**src/hdl/ace_pkg.sv**
```systemverilog
package ace_pkg;

   // Field widths.
   localparam int SAMPLE_W = 16;
   localparam int CHAN_W   = 3;
   localparam int TICK_W   = 32;
   localparam int PHASE_W  = 2;
   localparam int RATIO_W  = 15;
   localparam int TIME_W   = 21;
   localparam int CSR_W    = 21;
   localparam int CSR_IDX_W = 2;

   // Default channel count.
   localparam int CHANNELS_DEF = 8;

   // Internal arithmetic widths.
   localparam int DIFF_W   = SAMPLE_W + 1;     // sample minus threshold
   localparam int DELTA_W  = 24;               // magnitude of the reduction
   localparam int PROD_W   = DELTA_W + TIME_W; // reduction times elapsed ticks
   localparam int DIV_NUM_W = 46;              // dividend and quotient register
   localparam int DIV_DEN_W = TIME_W;          // divisor
   localparam int DIV_CNT_W = 5;               // count of double steps
   localparam int OUT_W    = DELTA_W + 2;      // sample minus signed reduction

   // Double-step counts for the two divisions.
   localparam logic [DIV_CNT_W-1:0] DIV1_STEPS = DIV_CNT_W'(DELTA_W / 2);
   localparam logic [DIV_CNT_W-1:0] DIV2_STEPS = DIV_CNT_W'(DIV_NUM_W / 2);

   // Register indexes.
   localparam logic [CSR_IDX_W-1:0] CSR_THRESHOLD = 2'd0;
   localparam logic [CSR_IDX_W-1:0] CSR_RATIO     = 2'd1;
   localparam logic [CSR_IDX_W-1:0] CSR_ATTACK    = 2'd2;
   localparam logic [CSR_IDX_W-1:0] CSR_RELEASE   = 2'd3;

   // Register reset values.
   localparam logic signed [SAMPLE_W-1:0] THRESHOLD_RST = 16'sd16384;
   localparam logic [RATIO_W-1:0]         RATIO_RST     = 15'd1024;
   localparam logic [TIME_W-1:0]          ATTACK_RST    = 21'd441;
   localparam logic [TIME_W-1:0]          RELEASE_RST   = 21'd4410;

   // Channel phases.
   localparam logic [PHASE_W-1:0] PH_HOLD    = 2'd0;
   localparam logic [PHASE_W-1:0] PH_ATTACK  = 2'd1;
   localparam logic [PHASE_W-1:0] PH_ACTIVE  = 2'd2;
   localparam logic [PHASE_W-1:0] PH_RELEASE = 2'd3;

   // How the output is formed.
   localparam logic [1:0] MODE_PASS   = 2'd0;
   localparam logic [1:0] MODE_TARGET = 2'd1;
   localparam logic [1:0] MODE_RAMP   = 2'd2;

   // One row of per-channel state.
   typedef struct packed {
      logic [PHASE_W-1:0] phase;
      logic [TICK_W-1:0]  tick;
   } ace_row_type;

   // Request to the shared divider.
   typedef struct packed {
      logic                 start;
      logic [DIV_NUM_W-1:0] dividend;
      logic [DIV_DEN_W-1:0] divisor;
      logic [DIV_CNT_W-1:0] half_steps;
   } ace_div_req_type;

   // Divider status and result.
   typedef struct packed {
      logic                 done;
      logic [DIV_NUM_W-1:0] quotient;
   } ace_div_rsp_type;

endpackage

```
**src/hdl/ace_state_mem.sv**
```systemverilog
module ace_state_mem
   import ace_pkg::*;
#(
   parameter int CHANNELS = CHANNELS_DEF,
   parameter int CH_W = (CHANNELS > 1) ? $clog2(CHANNELS) : 1
) (
   input  logic        clock,
   input  logic        reset,
   input  logic        rd_en,
   input  logic [CH_W-1:0] rd_addr,
   output ace_row_type rd_data,
   input  logic        wr_en,
   input  logic [CH_W-1:0] wr_addr,
   input  ace_row_type wr_data
);

   ace_row_type         mem [CHANNELS];
   logic [CHANNELS-1:0] valid_ff;
   ace_row_type         data_ff;
   logic                rd_valid_ff;

   // Per-channel valid bits: a channel never written reads as hold at tick zero.
   always_ff @(posedge clock) begin
      if (reset) begin
         valid_ff <= '0;
      end else if (wr_en) begin
         valid_ff[wr_addr] <= 1'b1;
      end
   end

   // Row storage with a registered read port.
   always_ff @(posedge clock) begin
      if (wr_en) begin
         mem[wr_addr] <= wr_data;
      end
      if (rd_en) begin
         data_ff <= mem[rd_addr];
      end
   end

   always_ff @(posedge clock) begin
      if (reset) begin
         rd_valid_ff <= 1'b0;
      end else if (rd_en) begin
         rd_valid_ff <= valid_ff[rd_addr];
      end
   end

   assign rd_data = rd_valid_ff ? data_ff : '0;

endmodule

```
**src/hdl/ace_divider.sv**
```systemverilog
module ace_divider
   import ace_pkg::*;
(
   input  logic            clock,
   input  logic            reset,
   input  ace_div_req_type div_req,
   output ace_div_rsp_type div_rsp
);

   logic [DIV_NUM_W-1:0] num_ff, num_in;
   logic [DIV_DEN_W-1:0] rem_ff, rem_in;
   logic [DIV_DEN_W-1:0] den_ff;
   logic [DIV_CNT_W-1:0] cnt_ff;
   logic                 busy_ff;
   logic                 done_ff;

   // Two restoring division steps per cycle while busy; quotient bits shift in at the bottom.
   always_comb begin
      logic [DIV_DEN_W:0] trial;
      num_in = num_ff;
      rem_in = rem_ff;
      trial  = '0;
      for (int i = 0; i < 2; i++) begin
         trial  = {rem_in, num_in[DIV_NUM_W-1]};
         num_in = {num_in[DIV_NUM_W-2:0], 1'b0};
         if (trial >= {1'b0, den_ff}) begin
            rem_in    = DIV_DEN_W'(trial - {1'b0, den_ff});
            num_in[0] = 1'b1;
         end else begin
            rem_in = trial[DIV_DEN_W-1:0];
         end
      end
   end

   // Step counter and completion pulse.
   always_ff @(posedge clock) begin
      if (reset) begin
         busy_ff <= 1'b0;
         done_ff <= 1'b0;
         cnt_ff  <= '0;
      end else begin
         done_ff <= 1'b0;
         if (div_req.start) begin
            busy_ff <= 1'b1;
            cnt_ff  <= div_req.half_steps;
         end else if (busy_ff) begin
            cnt_ff <= cnt_ff - 1'b1;
            if (cnt_ff == DIV_CNT_W'(1)) begin
               busy_ff <= 1'b0;
               done_ff <= 1'b1;
            end
         end
      end
   end

   // Operand registers.
   always_ff @(posedge clock) begin
      if (div_req.start) begin
         num_ff <= div_req.dividend;
         rem_ff <= '0;
         den_ff <= div_req.divisor;
      end else if (busy_ff) begin
         num_ff <= num_in;
         rem_ff <= rem_in;
      end
   end

   assign div_rsp.done     = done_ff;
   assign div_rsp.quotient = num_ff;

endmodule

```
**src/hdl/audio_compressor_envelope.sv**
```systemverilog
// Per-channel downward compressor with linear attack and release ramps.
// Input beats (req_*) carry a channel number, a signed sample and a tick
// stamp; each accepted beat yields exactly one result beat (rsp_*) with the
// compressed sample and the channel's phase after the update. Both channels
// use valid/ready handshakes. Registers are written through csr_we,
// csr_index and csr_wdata; the user must write them only while the block is
// idle, which the block itself does not enforce. A passed sample goes from
// the load state straight to the output state; with the full reduction the
// item first waits on the reduction division, and on an attack or release
// ramp also on a multiply step and the ramp scaling division, both divisions
// running on the shared radix-4 divider. The sequencer returns to idle, ready
// for the next beat, as the result moves into the output register. One item
// is computed at a time; req_ready is high only while the sequencer is idle.
// When rsp_ready is low the result beat holds in the output register; the
// next item is still computed but then waits in the sequencer with req_ready
// low, and its channel state is written only when it moves to the output
// register. Reset restores the register defaults and puts every channel in
// hold at tick zero; the channel store is ready right after reset.
module audio_compressor_envelope
   import ace_pkg::*;
#(
   parameter int CHANNELS = CHANNELS_DEF
) (
   input  logic                       clock,
   input  logic                       reset,
   input  logic                       req_valid,
   output logic                       req_ready,
   input  logic [CHAN_W-1:0]          req_channel,
   input  logic signed [SAMPLE_W-1:0] req_sample_in,
   input  logic [TICK_W-1:0]          req_time_ticks,
   output logic                       rsp_valid,
   input  logic                       rsp_ready,
   output logic signed [SAMPLE_W-1:0] rsp_sample_out,
   output logic [PHASE_W-1:0]         rsp_phase_out,
   input  logic                       csr_we,
   input  logic [CSR_IDX_W-1:0]       csr_index,
   input  logic [CSR_W-1:0]           csr_wdata
);

   localparam int CH_W = (CHANNELS > 1) ? $clog2(CHANNELS) : 1;

   localparam logic [2:0] S_IDLE  = 3'd0;
   localparam logic [2:0] S_LOAD  = 3'd1;
   localparam logic [2:0] S_DIV1  = 3'd2;
   localparam logic [2:0] S_MUL   = 3'd3;
   localparam logic [2:0] S_DIV2S = 3'd4;
   localparam logic [2:0] S_DIV2  = 3'd5;
   localparam logic [2:0] S_OUT   = 3'd6;

   // Configuration.
   logic signed [SAMPLE_W-1:0] thr_ff;
   logic [RATIO_W-1:0]         ratio_ff;
   logic [TIME_W-1:0]          atk_ff;
   logic [TIME_W-1:0]          rel_ff;

   // Sequencer and item registers.
   logic [2:0]                 state_ff, state_in;
   logic [CHAN_W-1:0]          ch_ff;
   logic signed [SAMPLE_W-1:0] x_ff;
   logic [TICK_W-1:0]          now_ff;
   logic signed [DIFF_W-1:0]   d_ff;
   logic                       oor_ff;
   logic [PHASE_W-1:0]         ph_ff, ph_in;
   logic [1:0]                 mode_ff, mode_in;
   logic                       upd_ff, upd_in;
   logic [TIME_W-1:0]          mult_ff, mult_in;
   logic [TIME_W-1:0]          rdiv_ff, rdiv_in;
   logic [DELTA_W-1:0]         delta_ff;
   logic [PROD_W-1:0]          prod_ff;
   logic                       rsp_valid_ff;
   logic signed [SAMPLE_W-1:0] rsp_sample_ff;
   logic [PHASE_W-1:0]         rsp_phase_ff;

   logic                       accept;
   logic                       out_fire;
   ace_row_type                row;
   ace_row_type                wr_row;
   ace_div_req_type            div_req;
   ace_div_rsp_type            div_rsp;
   logic [TICK_W-1:0]          elapsed;
   logic                       x_ge, x_gt;
   logic [DIFF_W-1:0]          d_mag;
   logic [DIV_DEN_W-1:0]       ratio_div;
   logic signed [OUT_W-1:0]    y_wide;
   logic signed [OUT_W-1:0]    red_signed;
   logic signed [SAMPLE_W-1:0] y_sat;

   assign accept   = req_valid && req_ready;
   assign req_ready = (state_ff == S_IDLE);
   assign out_fire = (state_ff == S_OUT) && (!rsp_valid_ff || rsp_ready);

   // Configuration writes.
   always_ff @(posedge clock) begin
      if (reset) begin
         thr_ff   <= THRESHOLD_RST;
         ratio_ff <= RATIO_RST;
         atk_ff   <= ATTACK_RST;
         rel_ff   <= RELEASE_RST;
      end else if (csr_we) begin
         case (csr_index)
            CSR_THRESHOLD: thr_ff   <= csr_wdata[SAMPLE_W-1:0];
            CSR_RATIO:     ratio_ff <= csr_wdata[RATIO_W-1:0];
            CSR_ATTACK:    atk_ff   <= csr_wdata[TIME_W-1:0];
            CSR_RELEASE:   rel_ff   <= csr_wdata[TIME_W-1:0];
            default: ;
         endcase
      end
   end

   // Per-channel state store.
   assign wr_row.phase = ph_ff;
   assign wr_row.tick  = upd_ff ? now_ff : row.tick;

   ace_state_mem #(
      .CHANNELS (CHANNELS),
      .CH_W     (CH_W)
   ) u_state_mem (
      .clock   (clock),
      .reset   (reset),
      .rd_en   (accept),
      .rd_addr (CH_W'(req_channel)),
      .rd_data (row),
      .wr_en   (out_fire && !oor_ff),
      .wr_addr (CH_W'(ch_ff)),
      .wr_data (wr_row)
   );

   // Phase decision once the channel row is available.
   assign elapsed = now_ff - row.tick;
   assign x_ge    = !d_ff[DIFF_W-1];
   assign x_gt    = x_ge && (d_ff != '0);

   always_comb begin
      ph_in   = row.phase;
      mode_in = MODE_PASS;
      upd_in  = 1'b0;
      mult_in = elapsed[TIME_W-1:0];
      rdiv_in = atk_ff;
      if (oor_ff) begin
         ph_in = PH_HOLD;
      end else begin
         case (row.phase)
            PH_HOLD: begin
               if (x_ge) begin
                  ph_in  = PH_ATTACK;
                  upd_in = 1'b1;
               end
            end
            PH_ATTACK: begin
               if (!x_ge) begin
                  ph_in  = PH_RELEASE;
                  upd_in = 1'b1;
               end else if (elapsed < TICK_W'(atk_ff)) begin
                  mode_in = MODE_RAMP;
               end else begin
                  mode_in = MODE_TARGET;
                  ph_in   = PH_ACTIVE;
               end
            end
            PH_ACTIVE: begin
               if (x_gt) begin
                  mode_in = MODE_TARGET;
               end else begin
                  ph_in  = PH_RELEASE;
                  upd_in = 1'b1;
               end
            end
            default: begin
               if (x_gt) begin
                  ph_in  = PH_ATTACK;
                  upd_in = 1'b1;
               end else if (elapsed < TICK_W'(rel_ff)) begin
                  mode_in = MODE_RAMP;
                  mult_in = rel_ff - elapsed[TIME_W-1:0];
                  rdiv_in = rel_ff;
               end else begin
                  ph_in = PH_HOLD;
               end
            end
         endcase
      end
   end

   // Divider requests: first the reduction, then the ramp scaling.
   assign d_mag     = d_ff[DIFF_W-1] ? DIFF_W'(-d_ff) : DIFF_W'(d_ff);
   assign ratio_div = (ratio_ff == '0) ? DIV_DEN_W'(1) : DIV_DEN_W'(ratio_ff);

   always_comb begin
      div_req = '0;
      if (state_ff == S_LOAD) begin
         div_req.start      = (mode_in != MODE_PASS);
         div_req.dividend   = {d_mag[SAMPLE_W-1:0], 8'b0,
                               (DIV_NUM_W - DELTA_W)'(0)};
         div_req.divisor    = ratio_div;
         div_req.half_steps = DIV1_STEPS;
      end else if (state_ff == S_DIV2S) begin
         div_req.start      = 1'b1;
         div_req.dividend   = DIV_NUM_W'(prod_ff);
         div_req.divisor    = rdiv_ff;
         div_req.half_steps = DIV2_STEPS;
      end
   end

   ace_divider u_divider (
      .clock   (clock),
      .reset   (reset),
      .div_req (div_req),
      .div_rsp (div_rsp)
   );

   // Output value: the sample minus the signed reduction, saturated.
   always_comb begin
      if (mode_ff == MODE_PASS) begin
         red_signed = '0;
      end else if (d_ff[DIFF_W-1]) begin
         red_signed = -OUT_W'(delta_ff);
      end else begin
         red_signed = OUT_W'(delta_ff);
      end
      y_wide = OUT_W'(x_ff) - red_signed;
      if (y_wide > OUT_W'(32767)) begin
         y_sat = 16'sh7fff;
      end else if (y_wide < -OUT_W'(32768)) begin
         y_sat = 16'sh8000;
      end else begin
         y_sat = y_wide[SAMPLE_W-1:0];
      end
   end

   // Sequencer.
   always_comb begin
      state_in = state_ff;
      case (state_ff)
         S_IDLE:  if (accept) state_in = S_LOAD;
         S_LOAD:  state_in = (mode_in == MODE_PASS) ? S_OUT : S_DIV1;
         S_DIV1: begin
            if (div_rsp.done) begin
               state_in = (mode_ff == MODE_RAMP) ? S_MUL : S_OUT;
            end
         end
         S_MUL:   state_in = S_DIV2S;
         S_DIV2S: state_in = S_DIV2;
         S_DIV2:  if (div_rsp.done) state_in = S_OUT;
         S_OUT:   if (out_fire) state_in = S_IDLE;
         default: state_in = S_IDLE;
      endcase
   end

   always_ff @(posedge clock) begin
      if (reset) begin
         state_ff <= S_IDLE;
      end else begin
         state_ff <= state_in;
      end
   end

   // Item and working registers.
   always_ff @(posedge clock) begin
      if (accept) begin
         ch_ff  <= req_channel;
         x_ff   <= req_sample_in;
         now_ff <= req_time_ticks;
         d_ff   <= DIFF_W'(req_sample_in) - DIFF_W'(thr_ff);
         oor_ff <= (32'(req_channel) >= CHANNELS);
      end
      if (state_ff == S_LOAD) begin
         ph_ff   <= ph_in;
         mode_ff <= mode_in;
         upd_ff  <= upd_in;
         mult_ff <= mult_in;
         rdiv_ff <= rdiv_in;
      end
      if ((state_ff == S_DIV1 || state_ff == S_DIV2) && div_rsp.done) begin
         delta_ff <= div_rsp.quotient[DELTA_W-1:0];
      end
      if (state_ff == S_MUL) begin
         prod_ff <= PROD_W'(delta_ff) * PROD_W'(mult_ff);
      end
   end

   // Result beat register.
   always_ff @(posedge clock) begin
      if (reset) begin
         rsp_valid_ff <= 1'b0;
      end else if (out_fire) begin
         rsp_valid_ff <= 1'b1;
      end else if (rsp_ready) begin
         rsp_valid_ff <= 1'b0;
      end
   end

   always_ff @(posedge clock) begin
      if (out_fire) begin
         rsp_sample_ff <= y_sat;
         rsp_phase_ff  <= ph_ff;
      end
   end

   assign rsp_valid      = rsp_valid_ff;
   assign rsp_sample_out = rsp_sample_ff;
   assign rsp_phase_out  = rsp_phase_ff;

endmodule
```
**config.mk**
```make
export PLATFORM = sky130hd
export DESIGN_NAME = audio_compressor_envelope
export DESIGN_NICKNAME = d
export VERILOG_FILES = /design/src/hdl/ace_pkg.sv /design/src/hdl/ace_state_mem.sv /design/src/hdl/ace_divider.sv /design/src/hdl/audio_compressor_envelope.sv
export SDC_FILE = /design/constraint.sdc
export NUM_CORES = 2
export LEC_CHECK = 0
export BUFFER_PORTS_ARGS = -buffer_cell sky130_fd_sc_hd__buf_2
export CAP_MARGIN = 30
export CORE_MARGIN = 3
export CORE_UTILIZATION = 35
export DETAILED_ROUTE_END_ITERATION = 6
export GPL_TIMING_DRIVEN = 0
export HOLD_SLACK_MARGIN = 0.02
export SLEW_MARGIN = 20
export SYNTH_ARGS = -nofsm -noshare
export SYNTH_HDL_FRONTEND = slang
export SYNTH_HIERARCHICAL = 1
export SYNTH_SLANG_ARGS = --single-unit
```
**constraint.sdc**
```tcl
create_clock -name clock -period 6.6 [get_ports clock]
set_input_delay 0.33 -clock clock [delete_from_list [all_inputs] [get_ports clock]]
set_output_delay 0.33 -clock clock [all_outputs]
set_load 0.05 [all_outputs]
```
==> insert_results.sql <==
INSERT INTO impl_metrics (metric_group, metric, value, unit) VALUES
('run_status', 'status', 'complete, but fails checks', ''),
('run_status', 'failed_checks', 'setup timing', ''),
('critical_path', 'worstSetupStartpointType', 'register', ''),
('placement', 'numPortBuffers', '97', ''),
('cts', 'cts.htree.levels', '3', ''),
('timing', 'fin_worst_skew', '76.3', 'ps'),
('critical_path', 'path_common_cell', 'sky130_fd_sc_hd__fa_1', ''),
('die', 'floorplan.die.width', '388', 'um'),
('placement', 'final_wtd_congestion', '0.932', ''),
('critical_path', 'worst-r2r-cell-count', '25', ''),
('timing', 'fmax', '140', 'MHz'),
('route', 'ant_nets', '0', ''),
('critical_path', 'critical_path_class', 'register to register', ''),
('cts', 'cts_root_buffer', 'sky130_fd_sc_hd__clkbuf_16', ''),
('job', 'drv_cap', '0', ''),
('cts', 'clock_buffers_created_by_tritoncts', '76', ''),
('route', 'routed_wire_length_per_instance', '21.3', 'um'),
('final_layout', 'area_growth_syn_to_layout', '16.8', '%'),
('critical_path', 'required', '7020', 'ps'),
('die', 'pin_count', '99', ''),
('critical_path', 'setup.reg_to_reg.worst_slack', '-550', 'ps'),
('synth', 'synth_async_sr_flop_share', '0', '%'),
('placement', 'dpl.hpwl', '117', 'mm'),
('final_layout', 'filler_cell_count', '13700', ''),
('timing', 'portion_of_the_clock_cycle_consumed_by_the_worst_path_in_the_final_layout', '108', '%'),
('synth', 'synth_seq_cells', '689', ''),
('global_route', 'first_global_vias', '36600', ''),
('critical_path', 'timing.critical_path.arrival', '7570', 'ps'),
('final_layout', 'post_route_cell_area', '0.0598', 'mm2'),
('timing', 'worst_pin_slew', '1010', 'ps'),
('global_route', 'pin_count_of_the_biggest_net_entering_global_routing', '41', ''),
('route', 'vias', '36600', ''),
('synth', 'dominantRegCellSynth', 'sky130_fd_sc_hd__edfxtp_1', ''),
('route', 'vias_per_cell', '5.15', ''),
('cts', 'clkTransAtPathRegs', '60', 'ps'),
('global_route', 'grt_first_pass_wirelength', '228', 'mm'),
('synth', 'count_of_yosys_warnings_during_synthesis', '6', ''),
('worst_hold_path', 'timing.hold.worst.class', 'input port to register', ''),
('die', 'floorplan.rows', '139', ''),
('global_route', 'antenna_found_initial', '10', ''),
('timing', 'fin_crit', '7150', 'ps'),
('critical_path', 'critPathSlowestCell', 'sky130_fd_sc_hd__fa_1', ''),
('worst_hold_path', 'hold_path_startpoint', 'csr_index[1]', ''),
('timing', 'final-hold-violation-count', '0', ''),
('timing', 'worst_slack', '-546', 'ps'),
('timing', 'setup_violations', '21', ''),
('critical_path', 'crit_path_end_kind', 'register', ''),
('synth', 'count_of_mapped_cells_out_of_synthesis', '4748', ''),
('critical_path', 'rr_startpoint', 'delta_ff[6]', ''),
('synth', 'mappedNetlistArea', '0.0512', 'mm2'),
('route', 'postRouteWirelength', '151', 'mm'),
('die', 'start_util', '35.5', '%'),
('timing', 'unrepaired_setup_endpoints_after_global_routing', 'yes', ''),
('route', 'drtIter0Drc', '3091', ''),
('timing', 'timing_max_transition_violations_final', '0', ''),
('global_route', 'globalRouteOverflowTotal', '0', ''),
('cts', 'clk-insertion-delay-late', '690', 'ps'),
('critical_path', 'slowest_delay', '580', 'ps'),
('placement', 'placement.cell_area', '0.0547', 'mm2'),
('route', 'drc_errors_left', '0', ''),
('die', 'dieArea', '0.151', 'mm2'),
('route', 'drt_first_pass_iters', '6', ''),
('cts', 'clock_sinks', '689', ''),
('final_layout', 'finish.net_count', '5965', ''),
('worst_hold_path', 'holdPathEnd', 'atk_ff[20]', ''),
('final_layout', 'layout-drive-gt1-share', '15.0', '%'),
('cts', 'cts.path.max_buffers', '3', ''),
('critical_path', 'crit_fanout', '4', ''),
('synth', 'yosys.cell_types.count', '89', ''),
('die', 'die_height', '388', 'um'),
('timing', 'max_slew_margin', '32.6', '%'),
('synth', 'syn_area_per_cell', '10.8', 'um2'),
('die', 'fp.coreArea', '0.144', 'mm2'),
('cts', 'tritoncts', 'built', ''),
('placement', 'place_ws', '-1450', 'ps'),
('worst_hold_path', 'timing.hold.worst_path_depth', '5', ''),
('synth', 'number_of_enable_flip_flop_cells_after_synthesis', '575', ''),
('global_route', 'track_usage', '19.9', '%'),
('synth', 'post_syn_nets', '5582', ''),
('critical_path', 'worstReg2RegEnd', 'prod_ff[42]', ''),
('synth', 'synth-seq-area-share', '38.2', '%');
==> layer usage <==
layer  vias up  global-route usage [%]  part of all wire (%)
met5         -                       0                 0.026
met4         8                    5.23                   2.6
met3       206                    3.30                   6.8
met2      1165                    32.2                    46
met1     18400                    27.7                    45
li1      16800                       -                     -
==> layout make-up <==
cell class	count	area [um2]	share of cell area, %
clock inverters	44	428	0.716
multi-input cells	3214	29100	48.7
diodes	5	12.5	0.0209
plain buffers	207	1310	2.20
repair buffers	312	2530	4.24
well taps	1903	2380	3.98
inverters	631	2380	3.99
clock buffers	93	2040	3.41
flip-flops and latches	689	19600	32.7
==> worst max path at each step <==
| stage | startpoint | end | slack (ps) |
|---|---|---|---|
| 2_1_floorplan | delta_ff[14] | prod_ff[44] | -30 |
| 3_3_place_gp | state_ff[2] | u_state_mem/mem[0][21] | -4880 |
| 3_5_place_dp | mult_ff[6] | prod_ff[44] | -1450 |
| 4_1_cts | mult_ff[3] | prod_ff[42] | -610 |
| 5_1_grt | delta_ff[8] | prod_ff[39] | -780 |
| 6_report | delta_ff[6] | prod_ff[42] | -550 |
==> what timing repair did <==
item	4_1_cts	5_1_grt
hold buffers	73	0
gates resized for setup	222	86
cloned	2	0
setup buffers	77	27
pin swaps	34	29
endpoints found under the setup margin	171	139
hold endpoints to repair	127	0
==> critical path, delay by kind of cell (launching register included) <==
family | cells | cell delay [ps]
buffers and inverters | 5 | 390
adders and majority gates | 8 | 3770
xor gates and xnor gates | 1 | 90
AOI/OAI and AO/OA | 9 | 1810
DFF | 1 | 570
and+or+nand+nor | 2 | 260
==> stage by stage <==
| stage | hold slack [ps] | TNS (ps) | cells | util, % |
|---|---|---|---|---|
| global route | 127 | -11900 | 7093 | 41.4 |
| CTS | 46.3 | -6710 | 7068 | 41.1 |
| floorplan | 402 | -26.4 | 4748 | - |
| detailed placement | 436 | -168430 | 6785 | 37.9 |
| finish | 103 | -7300 | 7098 | 41.4 |
| global placement | 430 | -883270 | 6748 | 37.5 |
==> logic make-up (layout without fill, tap and decap cells) <==
kind of cell,after synthesis,in the layout,share of synthesized area (%)
other,0,5,0
adders and majority gates,755,755,24.6
xor gates and xnor gates,188,188,3.22
AOI/OAI and AO/OA,750,751,9.26
DFF,689,689,38.2
muxes,188,188,5.59
and+or+nand+nor,1332,1332,12.7
buffers and inverters,846,1287,6.41
==> synthesized netlist by cell type (7+ instances only) <==
| cell type | number | area share (%) |
|---|---|---|
| sky130_fd_sc_hd__mux4_2 | 69 | 3.0 |
| sky130_fd_sc_hd__o21bai_1 | 29 | 0.43 |
| sky130_fd_sc_hd__or2_2 | 12 | 0.15 |
| sky130_fd_sc_hd__nor3_1 | 33 | 0.32 |
| sky130_fd_sc_hd__o211ai_1 | 15 | 0.22 |
| sky130_fd_sc_hd__and2_1 | 347 | 4.2 |
| sky130_fd_sc_hd__mux2_2 | 92 | 2.0 |
| sky130_fd_sc_hd__a41oi_1 | 7 | 0.12 |
| sky130_fd_sc_hd__a21o_1 | 75 | 1.1 |
| sky130_fd_sc_hd__clkbuf_1 | 181 | 1.3 |
| sky130_fd_sc_hd__a22o_1 | 14 | 0.24 |
| sky130_fd_sc_hd__xor2_1 | 64 | 1.1 |
| sky130_fd_sc_hd__nand4_1 | 13 | 0.16 |
| sky130_fd_sc_hd__xnor2_1 | 124 | 2.1 |
| sky130_fd_sc_hd__and3_1 | 15 | 0.18 |
| sky130_fd_sc_hd__nand3_1 | 33 | 0.32 |
| sky130_fd_sc_hd__nor4_1 | 8 | 0.098 |
| sky130_fd_sc_hd__a21boi_0 | 8 | 0.12 |
| sky130_fd_sc_hd__nand3b_1 | 15 | 0.22 |
| sky130_fd_sc_hd__ha_1 | 334 | 8.2 |
| sky130_fd_sc_hd__inv_1 | 630 | 4.6 |
| sky130_fd_sc_hd__edfxtp_1 | 575 | 34 |
| sky130_fd_sc_hd__nand2_1 | 596 | 4.4 |
| sky130_fd_sc_hd__a211o_1 | 16 | 0.27 |
| sky130_fd_sc_hd__a21oi_1 | 233 | 2.3 |
| sky130_fd_sc_hd__or3_1 | 18 | 0.22 |
| sky130_fd_sc_hd__fa_1 | 421 | 16 |
| sky130_fd_sc_hd__dfxtp_1 | 114 | 4.5 |
| sky130_fd_sc_hd__o21a_1 | 23 | 0.34 |
| sky130_fd_sc_hd__nor2b_1 | 22 | 0.27 |
| sky130_fd_sc_hd__nor2_1 | 150 | 1.1 |
| sky130_fd_sc_hd__a31oi_1 | 24 | 0.29 |
| sky130_fd_sc_hd__buf_1 | 7 | 0.051 |
| sky130_fd_sc_hd__mux2i_1 | 27 | 0.53 |
| sky130_fd_sc_hd__a211oi_1 | 32 | 0.47 |
| sky130_fd_sc_hd__o21ai_1 | 20 | 0.20 |
| sky130_fd_sc_hd__buf_4 | 8 | 0.12 |
| sky130_fd_sc_hd__o31ai_1 | 18 | 0.26 |
| sky130_fd_sc_hd__o41ai_1 | 7 | 0.12 |
| sky130_fd_sc_hd__o21ai_0 | 166 | 1.6 |
| sky130_fd_sc_hd__nand2b_1 | 29 | 0.35 |
| sky130_fd_sc_hd__buf_2 | 13 | 0.13 |
| sky130_fd_sc_hd__nor3b_1 | 10 | 0.15 |
==> flip-flops by register name, indices dropped and copies added (netlist names), 3 cells and up <==
register / flops
prod_ff: 45
rdiv_ff: 21
u_divider/cnt_ff: 5
u_state_mem/mem: 272
thr_ff: 16
ratio_ff: 15
rsp_sample_out: 16
d_ff: 17
u_divider/rem_ff: 21
rel_ff: 21
u_state_mem/valid_ff: 8
u_divider/num_ff: 46
u_state_mem/data_ff: 34
delta_ff: 24
state_ff: 3
now_ff: 32
atk_ff: 21
x_ff: 16
u_divider/den_ff: 21
ch_ff: 3
mult_ff: 21
==> cells in the final DEF, fill, tap and decap left out, types with 18 or more instances in the layout <==
cell type	n
sky130_fd_sc_hd__inv_1	621
sky130_fd_sc_hd__nand2_1	591
sky130_fd_sc_hd__edfxtp_1	575
sky130_fd_sc_hd__fa_1	410
sky130_fd_sc_hd__and2_1	340
sky130_fd_sc_hd__ha_1	323
sky130_fd_sc_hd__a21oi_1	222
sky130_fd_sc_hd__o21ai_0	156
sky130_fd_sc_hd__nor2_1	145
sky130_fd_sc_hd__buf_2	121
sky130_fd_sc_hd__xnor2_1	118
sky130_fd_sc_hd__dfxtp_1	113
sky130_fd_sc_hd__buf_4	111
sky130_fd_sc_hd__clkbuf_1	103
sky130_fd_sc_hd__mux2_2	92
sky130_fd_sc_hd__clkbuf_16	82
sky130_fd_sc_hd__a21o_1	74
sky130_fd_sc_hd__dlygate4sd3_1	73
sky130_fd_sc_hd__mux4_2	69
sky130_fd_sc_hd__xor2_1	62
sky130_fd_sc_hd__clkbuf_2	40
sky130_fd_sc_hd__nor3_1	31
sky130_fd_sc_hd__nand3_1	30
sky130_fd_sc_hd__a211oi_1	30
sky130_fd_sc_hd__nand2b_1	29
sky130_fd_sc_hd__o21bai_1	28
sky130_fd_sc_hd__mux2i_1	27
sky130_fd_sc_hd__buf_6	23
sky130_fd_sc_hd__o21a_1	23
sky130_fd_sc_hd__clkbuf_8	22
sky130_fd_sc_hd__o21ai_1	22
sky130_fd_sc_hd__nor2b_1	20
sky130_fd_sc_hd__a31oi_1	19
sky130_fd_sc_hd__or3_1	18
Power is left out: the tool's default activity adds up to more than one toggle a clock period on the data nets, which glitch-free logic cannot reach.
